`config.mk`:
```
export PLATFORM = sky130hd
export DESIGN_NAME = pec15_cell_group_receiver_unit
export DESIGN_NICKNAME = d
export VERILOG_FILES = /design/src/design/pec15cgr_pkg.sv /design/src/design/pec15cgr_assembler.sv /design/src/design/pec15_cell_group_receiver_unit.sv
export SDC_FILE = /design/constraint.sdc
export NUM_CORES = 1
export LEC_CHECK = 0
export ABC_CLOCK_PERIOD_IN_PS = 3800
export BUFFER_PORTS_ARGS = -buffer_cell sky130_fd_sc_hd__buf_4
export CAP_MARGIN = 40
export CORE_UTILIZATION = 29
export CTS_CLUSTER_SIZE = 24
export DETAILED_ROUTE_END_ITERATION = 10
export GPL_TIMING_DRIVEN = 0
export PLACE_DENSITY = 0.44
export SYNTH_ARGS = -nofsm -noshare
export SYNTH_HDL_FRONTEND = slang
export SYNTH_SLANG_ARGS = --single-unit
```
`constraint.sdc`:
```
create_clock -name clk -period 3.8 [get_ports clk]
set_clock_uncertainty 0.1 [all_clocks]
set_input_delay 0.38 -clock clk [delete_from_list [all_inputs] [get_ports clk]]
set_output_delay 0.38 -clock clk [all_outputs]
set_load 0.05 [all_outputs]
```
`src/design/pec15cgr_pkg.sv`:
```
`default_nettype none

package pec15cgr_pkg;

  // Group layout
  localparam int CellsPerGroup = 3;
  localparam int GroupCount    = 2;
  localparam int DataLen       = 2 * CellsPerGroup;   // data bytes per group
  localparam int LastPos       = DataLen + 1;         // position of the PEC low byte
  localparam int StoreDepth    = 7;

  // PEC15 constants
  localparam logic [15:0] PecSeed = 16'd16;
  localparam logic [15:0] PecPoly = 16'h4599;

  typedef logic [2:0] pos_t;
  typedef logic [2:0] group_t;

  // One finished group, as handed from the assembler to the output register
  typedef struct packed {
    logic        done;
    group_t      group_index;
    logic [15:0] cell_a;
    logic [15:0] cell_b;
    logic [15:0] cell_c;
    logic        pec_ok;
  } result_t;

  // Byte-wise CRC15 table entry for address a (eight shift steps).
  function automatic logic [15:0] pec_table_entry(input logic [7:0] a);
    logic [15:0] r;
    r = {1'b0, a, 7'b0};
    for (int k = 0; k < 8; k++) begin
      if (r[14]) begin
        r = {r[14:0], 1'b0} ^ PecPoly;
      end else begin
        r = {r[14:0], 1'b0};
      end
    end
    return r;
  endfunction

endpackage

`default_nettype wire

```
`src/design/pec15cgr_assembler.sv`:
```
`default_nettype none

module pec15cgr_assembler (
  input  wire logic                 clk,
  input  wire logic                 rst,
  input  wire logic                 accept,
  input  wire logic [7:0]           rx_byte,
  input  wire logic                 new_scan,
  output pec15cgr_pkg::result_t     result
);

  localparam pec15cgr_pkg::pos_t   LastPosC = pec15cgr_pkg::pos_t'(pec15cgr_pkg::LastPos);
  localparam pec15cgr_pkg::pos_t   DataLenC = pec15cgr_pkg::pos_t'(pec15cgr_pkg::DataLen);
  localparam pec15cgr_pkg::group_t GroupMax =
    pec15cgr_pkg::group_t'(pec15cgr_pkg::GroupCount - 1);

  pec15cgr_pkg::pos_t   byte_position, byte_position_next;
  pec15cgr_pkg::group_t group_counter, group_counter_next;
  logic [15:0]          crc_remainder, crc_remainder_next;
  logic [7:0]           data_bytes [pec15cgr_pkg::StoreDepth];

  pec15cgr_pkg::pos_t   pos;
  pec15cgr_pkg::group_t group_cur;
  logic [15:0]          crc_cur;
  logic [7:0]           crc_addr;
  logic [15:0]          crc_step;
  logic [15:0]          pec_calc;
  logic [15:0]          pec_rx;
  logic                 last_byte;

  // new_scan restarts the pass before this byte is taken
  always_comb begin
    pos       = new_scan ? '0 : byte_position;
    group_cur = new_scan ? '0 : group_counter;
    crc_cur   = new_scan ? pec15cgr_pkg::PecSeed : crc_remainder;
    last_byte = (pos == LastPosC);
    crc_addr  = crc_cur[14:7] ^ rx_byte;
    crc_step  = {crc_cur[7:0], 8'h00} ^ pec15cgr_pkg::pec_table_entry(crc_addr);
    pec_calc  = {crc_cur[14:0], 1'b0};
    pec_rx    = {data_bytes[DataLenC], rx_byte};
  end

  always_comb begin
    byte_position_next = pos + 3'd1;
    group_counter_next = group_cur;
    crc_remainder_next = (pos < DataLenC) ? crc_step : crc_cur;
    if (last_byte) begin
      byte_position_next = '0;
      crc_remainder_next = pec15cgr_pkg::PecSeed;
      group_counter_next = (group_cur >= GroupMax) ? '0 : group_cur + 3'd1;
    end
  end

  always_ff @(posedge clk) begin
    if (rst) begin
      byte_position <= '0;
      group_counter <= '0;
      crc_remainder <= pec15cgr_pkg::PecSeed;
    end else if (accept) begin
      byte_position <= byte_position_next;
      group_counter <= group_counter_next;
      crc_remainder <= crc_remainder_next;
    end
  end

  // Byte store: filled in order, read only at fixed places
  always_ff @(posedge clk) begin
    if (accept && !last_byte) begin
      data_bytes[pos] <= rx_byte;
    end
  end

  always_comb begin
    result.done        = accept && last_byte;
    result.group_index = group_cur;
    result.cell_a      = {data_bytes[1], data_bytes[0]};
    result.cell_b      = (pec15cgr_pkg::CellsPerGroup > 1) ?
                         {data_bytes[3], data_bytes[2]} : 16'h0000;
    result.cell_c      = (pec15cgr_pkg::CellsPerGroup > 2) ?
                         {data_bytes[5], data_bytes[4]} : 16'h0000;
    result.pec_ok      = (pec_calc == pec_rx);
  end

  a_pos_range: assert property (@(posedge clk) disable iff (rst)
    byte_position <= LastPosC)
    else $error("byte position past the PEC byte");

  a_group_range: assert property (@(posedge clk) disable iff (rst)
    group_counter <= GroupMax)
    else $error("group counter out of range");

  a_restart_after_done: assert property (@(posedge clk) disable iff (rst)
    result.done |=> (byte_position == '0) && (crc_remainder == pec15cgr_pkg::PecSeed))
    else $error("group not restarted after result");

endmodule

`default_nettype wire

```
`src/design/pec15_cell_group_receiver_unit.sv`:
```
`default_nettype none

// Channel   Dir  Beat contents
// s_axis    in   s_tdata[7:0] = rx_byte, s_tuser = new_scan
// m_axis    out  s_tdata-style: group_index, cell_a, cell_b, cell_c; m_tuser = pec_ok
//
// One byte is taken per cycle while s_tready is high; the CRC update is one table lookup and XOR per beat.
// A result appears on m_* the cycle after the last PEC byte of a group is taken.
// The single output register lets a new byte in while a result waits, as long
// as the slot is empty or being drained; s_tready drops only when it is full and stalled.
// rst is synchronous: byte position and group counter clear, the CRC returns to the seed and m_tvalid drops.
module pec15_cell_group_receiver_unit (
  input  wire logic        clk,
  input  wire logic        rst,
  input  wire logic        s_tvalid,
  output logic             s_tready,
  input  wire logic [7:0]  s_tdata,   // [7:0] rx_byte
  input  wire logic        s_tuser,   // [0] new_scan
  output logic             m_tvalid,
  input  wire logic        m_tready,
  output logic [55:0]      m_tdata,   // [2:0] group_index, [18:3] cell_a,
                                      // [34:19] cell_b, [50:35] cell_c, [55:51] zero
  output logic             m_tuser    // [0] pec_ok
);

  pec15cgr_pkg::result_t result;
  logic                  accept;

  assign s_tready = !m_tvalid || m_tready;
  assign accept   = s_tvalid && s_tready;

  pec15cgr_assembler u_assembler (
    .clk      (clk),
    .rst      (rst),
    .accept   (accept),
    .rx_byte  (s_tdata),
    .new_scan (s_tuser),
    .result   (result)
  );

  // Output register: load on a finished group, drop once taken
  always_ff @(posedge clk) begin
    if (rst) begin
      m_tvalid <= 1'b0;
    end else if (result.done) begin
      m_tvalid <= 1'b1;
    end else if (m_tready) begin
      m_tvalid <= 1'b0;
    end
  end

  always_ff @(posedge clk) begin
    if (result.done) begin
      m_tdata <= {5'b0, result.cell_c, result.cell_b, result.cell_a, result.group_index};
      m_tuser <= result.pec_ok;
    end
  end

  a_rise_from_done: assert property (@(posedge clk) disable iff (rst)
    $rose(m_tvalid) |-> $past(result.done))
    else $error("result shown without a finished group");

  a_done_needs_room: assert property (@(posedge clk) disable iff (rst)
    result.done |-> (!m_tvalid || m_tready))
    else $error("finished group would overwrite a waiting result");

  a_done_loads: assert property (@(posedge clk) disable iff (rst)
    result.done |=> m_tvalid)
    else $error("finished group not presented");

endmodule

`default_nettype wire
```
==> results of run 1 <==
-- power breakdown --
part | total, mW | switching [mW] | internal (mW)
clock | 1.69 | 0.641 | 1.05
sequential | 1.66 | 0.0521 | 1.60
combinational | 1.01 | 0.526 | 0.484
-- state kept, by name (all words and copies together), names as in the netlist --
signal	count
m_tdata	51
m_tuser	1
m_tvalid	1
u_assembler.byte_position	3
u_assembler.crc_remainder	15
u_assembler.data_bytes	56
u_assembler.group_counter	3
-- kinds of logic after synthesis --
kind of cell               synth area share (%)
other                                    0.0730
AOI/OAI and AO/OA                          5.82
adders and majority gates                 0.487
buffers and inverters                      2.70
xor gates and xnor gates                   11.4
DFF                                        71.7
and+or+nand+nor                            7.84
-- metrics by stage --
stage	power [mW]	util [%]	TNS [ns]	setup WS (ns)	area, sq um
after floorplan	2.50	-	0	0.778	5150
after global placement	2.69	34.3	-11.55	-0.211	5930
after detailed placement	2.70	34.7	0	0.319	5990
after CTS	4.41	38.2	0	0.777	6610
after global routing	4.57	38.2	0	0.508	6610
final	4.36	38.2	0	0.769	6610
-- worst min path at each step --
| stage | depth (start not counted) | slack (ns) | endpoint |
|---|---|---|---|
| floorplan | 0 | 0.30 | m_tdata[10] |
| finish | 2 | 0.14 | u_assembler.crc_remainder[4] |
| CTS | 2 | 0.12 | u_assembler.crc_remainder[4] |
| global placement | 0 | 0.30 | m_tdata[31] |
| global route | 2 | 0.12 | u_assembler.crc_remainder[4] |
| detailed placement | 0 | 0.30 | m_tdata[17] |
-- cell usage in the layout, fill, tap and decap left out, types with 6 or more instances in the layout --
cell type	instances
a21oi_1	8
buf_2	13
buf_4	72
clkbuf_16	17
dfxtp_1	22
edfxtp_1	108
inv_1	8
nand2_1	14
nor2_1	33
nor2b_1	6
xnor2_1	45
xor2_1	9
-- layer usage --
layer  GRT usage, %  part of all wire [%]
met5              0                     0
met4           5.49                  0.88
met3           3.68                   4.9
met2           20.8                    49
met1           16.5                    46
-- layout make-up --
| type | count | area (sq um) |
|---|---|---|
| fillers | 1641 | 10700 |
| clock inverters | 15 | 194 |
| inverters | 11 | 41.3 |
| well taps | 225 | 282 |
| plain buffers | 18 | 97.6 |
| flip-flops and latches | 130 | 3680 |
| multi-input cells | 191 | 1340 |
| repair buffers | 73 | 548 |
| clock buffers | 17 | 425 |
==> impl_metrics.yaml, run 1 <==
grt:
  track_usage_pct: 13.0
  antenna_found_initial: 0
  first_global_vias: 2887
  grt_pass1_wl_um: 16900
  grt_max_degree: 38
  grt_overflow: 0
logic_synthesis:
  netlist_area_sq_um: 5140
  yosys_warnings: 0
  post-synth-top-count-cell: "edfxtp_1"
  synth_edf_count: 108
  synth_cells: 346
  ys_async_sr_fraction_pct: 0
  ys.flop_type: "edfxtp_1"
  synth_common_cells: "108 x edfxtp_1, 45 x xnor2_1, 33 x nor2_1"
  yosysTopAreaCell: "edfxtp_1"
  yosysSeqAreaShare_pct: 71.7
  synth.avg_cell_area_sq_um: 14.8
  yosysUniqueCellTypes: 45
  synth_seq_cells: 130
  synth_area_leaders: "edfxtp_1 63%, dfxtp_1 8.6%, xnor2_1 7.7%, nor2_1 2.4%, xor2_1 1.5%"
  synth_top_area_share_pct: 63.1
timing:
  relSlewSlack_pct: 47.8
  hold_ws_ns: 0.135
  rsz0062_at_grt: "no"
  tightestPinTransition_ns: 0.783
  finalHoldViolCount: 0
  fin_crit_ns: 3.03
  maxSlewViolCount: 0
  fmax_ghz: 0.330
  finalCritPeriodShare_pct: 79.8
  setup_viol: 0
worst_setup_path:
  rr_worst_depth: 8
  cp.depth: 10
  cp.required_ns: 3.81
  criticalPathCategory: "in -> reg"
  startpoint_type: "primary input"
  critPathMaxStageDelay_ns: 0.55
  timing.rr.end: "u_assembler.data_bytes[1][1]"
  endpoint: "u_assembler.data_bytes[1][1]"
  crit_arrival_ns: 3.04
  crit_buf_inv: 4
  cp-end-kind: "flop"
  startpoint: "s_tuser"
  slowest_stage: "nor3b_1"
  rr_startpoint: "u_assembler.byte_position[1]"
  cp_cell_sequence: "buf_4 > buf_2 > buf_1 > nor2b_1 > ha_1 > ha_1 > nor2_1 > nand3_1 > nor3b_1 > buf_2"
  path_delay_family: "buffers and inverters"
  rrSetupSlack_ns: 1.18
  crit_fanout: 10
floorplan:
  core_area_sq_um: 17300
  start_util_pct: 29.7
  core.rowCount: 48
  die_x_um: 135
  die_area_sq_um: 18300
  io_pins: 72
  die_h_um: 135
clocking:
  clk_latency_ns: 0.41
  cts_tree: "yes"
  holdBufCountCts: 0
  cts_setup_buffers: 0
  clockBufferDepth: 2
  cts_buffers: 17
  cts.repair.resized: 0
  clkTransAtPathRegs_ns: 0.06
  htreeDepth: 4
  cts_sinks: 130
  cts_root_buffer: "clkbuf_16"
cells_and_area:
  syn2layout_area_growth_pct: 28.7
  nNetsFinal: 457
  drive_above_1_share_pct: 28.8
  fin_cells: 680
  antenna_cells: 0
power_and_ir_drop:
  vdd_drop_max_v: 0.000390
  p_per_area_nw_per_um2: 659
  p_leak_nw: 2.35
min_path:
  min_path_type: "in -> reg"
  min-delay-start: "rst"
place:
  hpwl_um: 7440
  dp.cells: 648
  io_buffers: 66
  place_congestion: 0.822
routing:
  dr_total_vias: 2937
  via_per_inst: 4.32
  wl_per_cell_um: 16.3
  first_pass_iters: 4
  routed_wl_um: 11100
  drtIter0Drc: 236
  post-route-drc-count: 0
  final_antenna_net_count: 0
flow_run:
  maxCapViolations: 0
run_status:
  status: "completed"
Power figures use the tool's default switching activity.
==> run 2: changes to the inputs <==
ABC_CLOCK_PERIOD_IN_PS = 2700   (was 3800)
PLACE_DENSITY = 0.46   (was 0.44)
clock period = 2.7 ns   (was 3.8 ns; I/O delays follow)
==> run 2 against run 1 <==
Hold slack lost 0.11 ns. Final area rose by 0.21%. Cell count is 0.15% higher. Total power rose by 38%. Count of clock-buffer cells in the layout unchanged. Critical path type is now reg -> reg. Largest cell class unchanged. Highest routed layer unchanged.
==> impl_metrics.yaml, run 2 (same netlist as run 1, synthesis figures left out) <==
cells_and_area:
  antenna_cells: 0
  fin_area_sq_um: 6630
  largest_reg_flops: 56
  nNetsFinal: 458
  reg.largest.list: "u_assembler.data_bytes x56, m_tdata x51, u_assembler.crc_remainder x15"
  fin_cells: 681
  top_register: "u_assembler.data_bytes"
  drive_above_1_share_pct: 30.7
  final_cell_mix: "108 x edfxtp_1, 74 x buf_4, 45 x xnor2_1, 32 x nor2_1, 21 x dfxtp_1"
  fill_cells: 1650
  syn2layout_area_growth_pct: 29.0
  layout_commonest_cell: "edfxtp_1"
place:
  placed_cell_area_sq_um: 6000
  dp.cells: 648
  io_buffers: 66
  hpwl_um: 7330
  place_congestion: 0.791
floorplan:
  core.rowCount: 48
  start_util_pct: 29.7
  die_area_sq_um: 18300
  die_h_um: 135
  core_area_sq_um: 17300
  io_pins: 72
  die_x_um: 135
worst_setup_path:
  startpoint_type: "flop"
  crit_fanout: 7
  crit_arrival_ns: 2.70
  cp-end-kind: "flop"
  cp.required_ns: 2.92
  criticalPathCategory: "reg -> reg"
clocking:
  cts_tree: "yes"
  htreeDepth: 4
  clk_latency_ns: 0.41
  cts_buffers: 17
  holdBufCountCts: 0
  cts_root_buffer: "clkbuf_16"
  clockBufferDepth: 2
  clkTransAtPathRegs_ns: 0.06
  cts_sinks: 130
power_and_ir_drop:
  p_leak_nw: 2.35
  power_mw: 6.03
  vdd_drop_max_v: 0.000496
  p_per_area_nw_per_um2: 910
flow_run:
  maxCapViolations: 0
routing:
  met3_wirelength_um: 419
  first_pass_iters: 4
  top_layer: "met4"
  routed_wl_um: 10900
  final_antenna_net_count: 0
  wl_met1_um: 5100
  via_per_inst: 4.31
  wl_per_cell_um: 16.1
  dr_total_vias: 2934
  dr_wl_met2_um: 5270
  post-route-drc-count: 0
  drtIter0Drc: 243
grt:
  grt_max_degree: 39
  grt_overflow: 0
  track_usage_pct: 12.8
  grt_pass1_wl_um: 16500
  first_global_vias: 2868
  antenna_found_initial: 0
timing:
  relSlewSlack_pct: 51.9
  fin_crit_ns: 2.48
  finalCritPeriodShare_pct: 92.0
  tightestPinTransition_ns: 0.722
  rsz0062_at_grt: "no"
  setup_viol: 0
  maxSlewViolCount: 0
  finalHoldViolCount: 0
  fmax_ghz: 0.403
min_path:
  min_path_type: "in -> reg"
run_status:
  status: "completed"
==> run 2: layout make-up <==
type	instances	area, sq um	share of cell area [%]
clock buffer	17	425	6.42
multi-input combinational	191	1360	20.5
buffer	18	98.8	1.49
timing repair buffer	74	558	8.42
tap	225	282	4.25
clock inverter	15	173	2.61
sequential	130	3680	55.6
inverter	11	45.0	0.680
==> run 2: final timing paths <==
path	start	end	slack, ns	cells after the start
max	u_assembler.crc_remainder[9]	u_assembler.crc_remainder[14]	0.22	8
min	rst	u_assembler.crc_remainder[4]	0.03	2
max reg2reg	u_assembler.crc_remainder[9]	u_assembler.crc_remainder[14]	0.22	8
min reg2reg	u_assembler.data_bytes[2][4]	m_tdata[23]	0.31	0
==> run 2: what timing repair did <==
item	4_1_cts	5_1_grt
setup endpoints to repair	20	37
resized for setup	3	2
buffers inserted	1	0
gates cloned	0	0
==> run 2: power by group <==
| group | internal [mW] | switching [mW] | total (mW) | leakage [nW] |
|---|---|---|---|---|
| combinational | 0.683 | 0.731 | 1.41 | 0.906 |
| clock | 1.39 | 0.905 | 2.29 | 0.289 |
| sequential | 2.26 | 0.0710 | 2.33 | 1.15 |
==> run 2: per-layer routing <==
| layer | up-vias | GRT usage, % |
|---|---|---|
| met5 | - | 0 |
| met4 | 0 | 5.31 |
| met3 | 9 | 3.87 |
| met2 | 69 | 20.5 |
| met1 | 1414 | 16.0 |
| li1 | 1442 | - |
==> run 2: critical path, stage by stage (launching register included) <==
cell and delay [ns]:
dfxtp_1 0.30, buf_2 0.23, xnor2_1 0.15, nor2_1 0.07, xnor2_1 0.38, xnor3_2 0.52, xor2_4 0.29, xnor2_1 0.12
a211oi_1 0.24
==> run 2: through the flow <==
stage                     hold slack [ns]  setup TNS, ns  util [%]  setup slack [ns]
final                              0.0269              0      38.3             0.217
after global placement              0.302         -94.11      34.3             -1.05
after floorplan                     0.269          -1.06         -           -0.0660
after detailed placement            0.305         -35.35      34.7            -0.591
after global routing               0.0163              0      38.3            0.0591
after CTS                        0.000852              0      38.3            0.0235
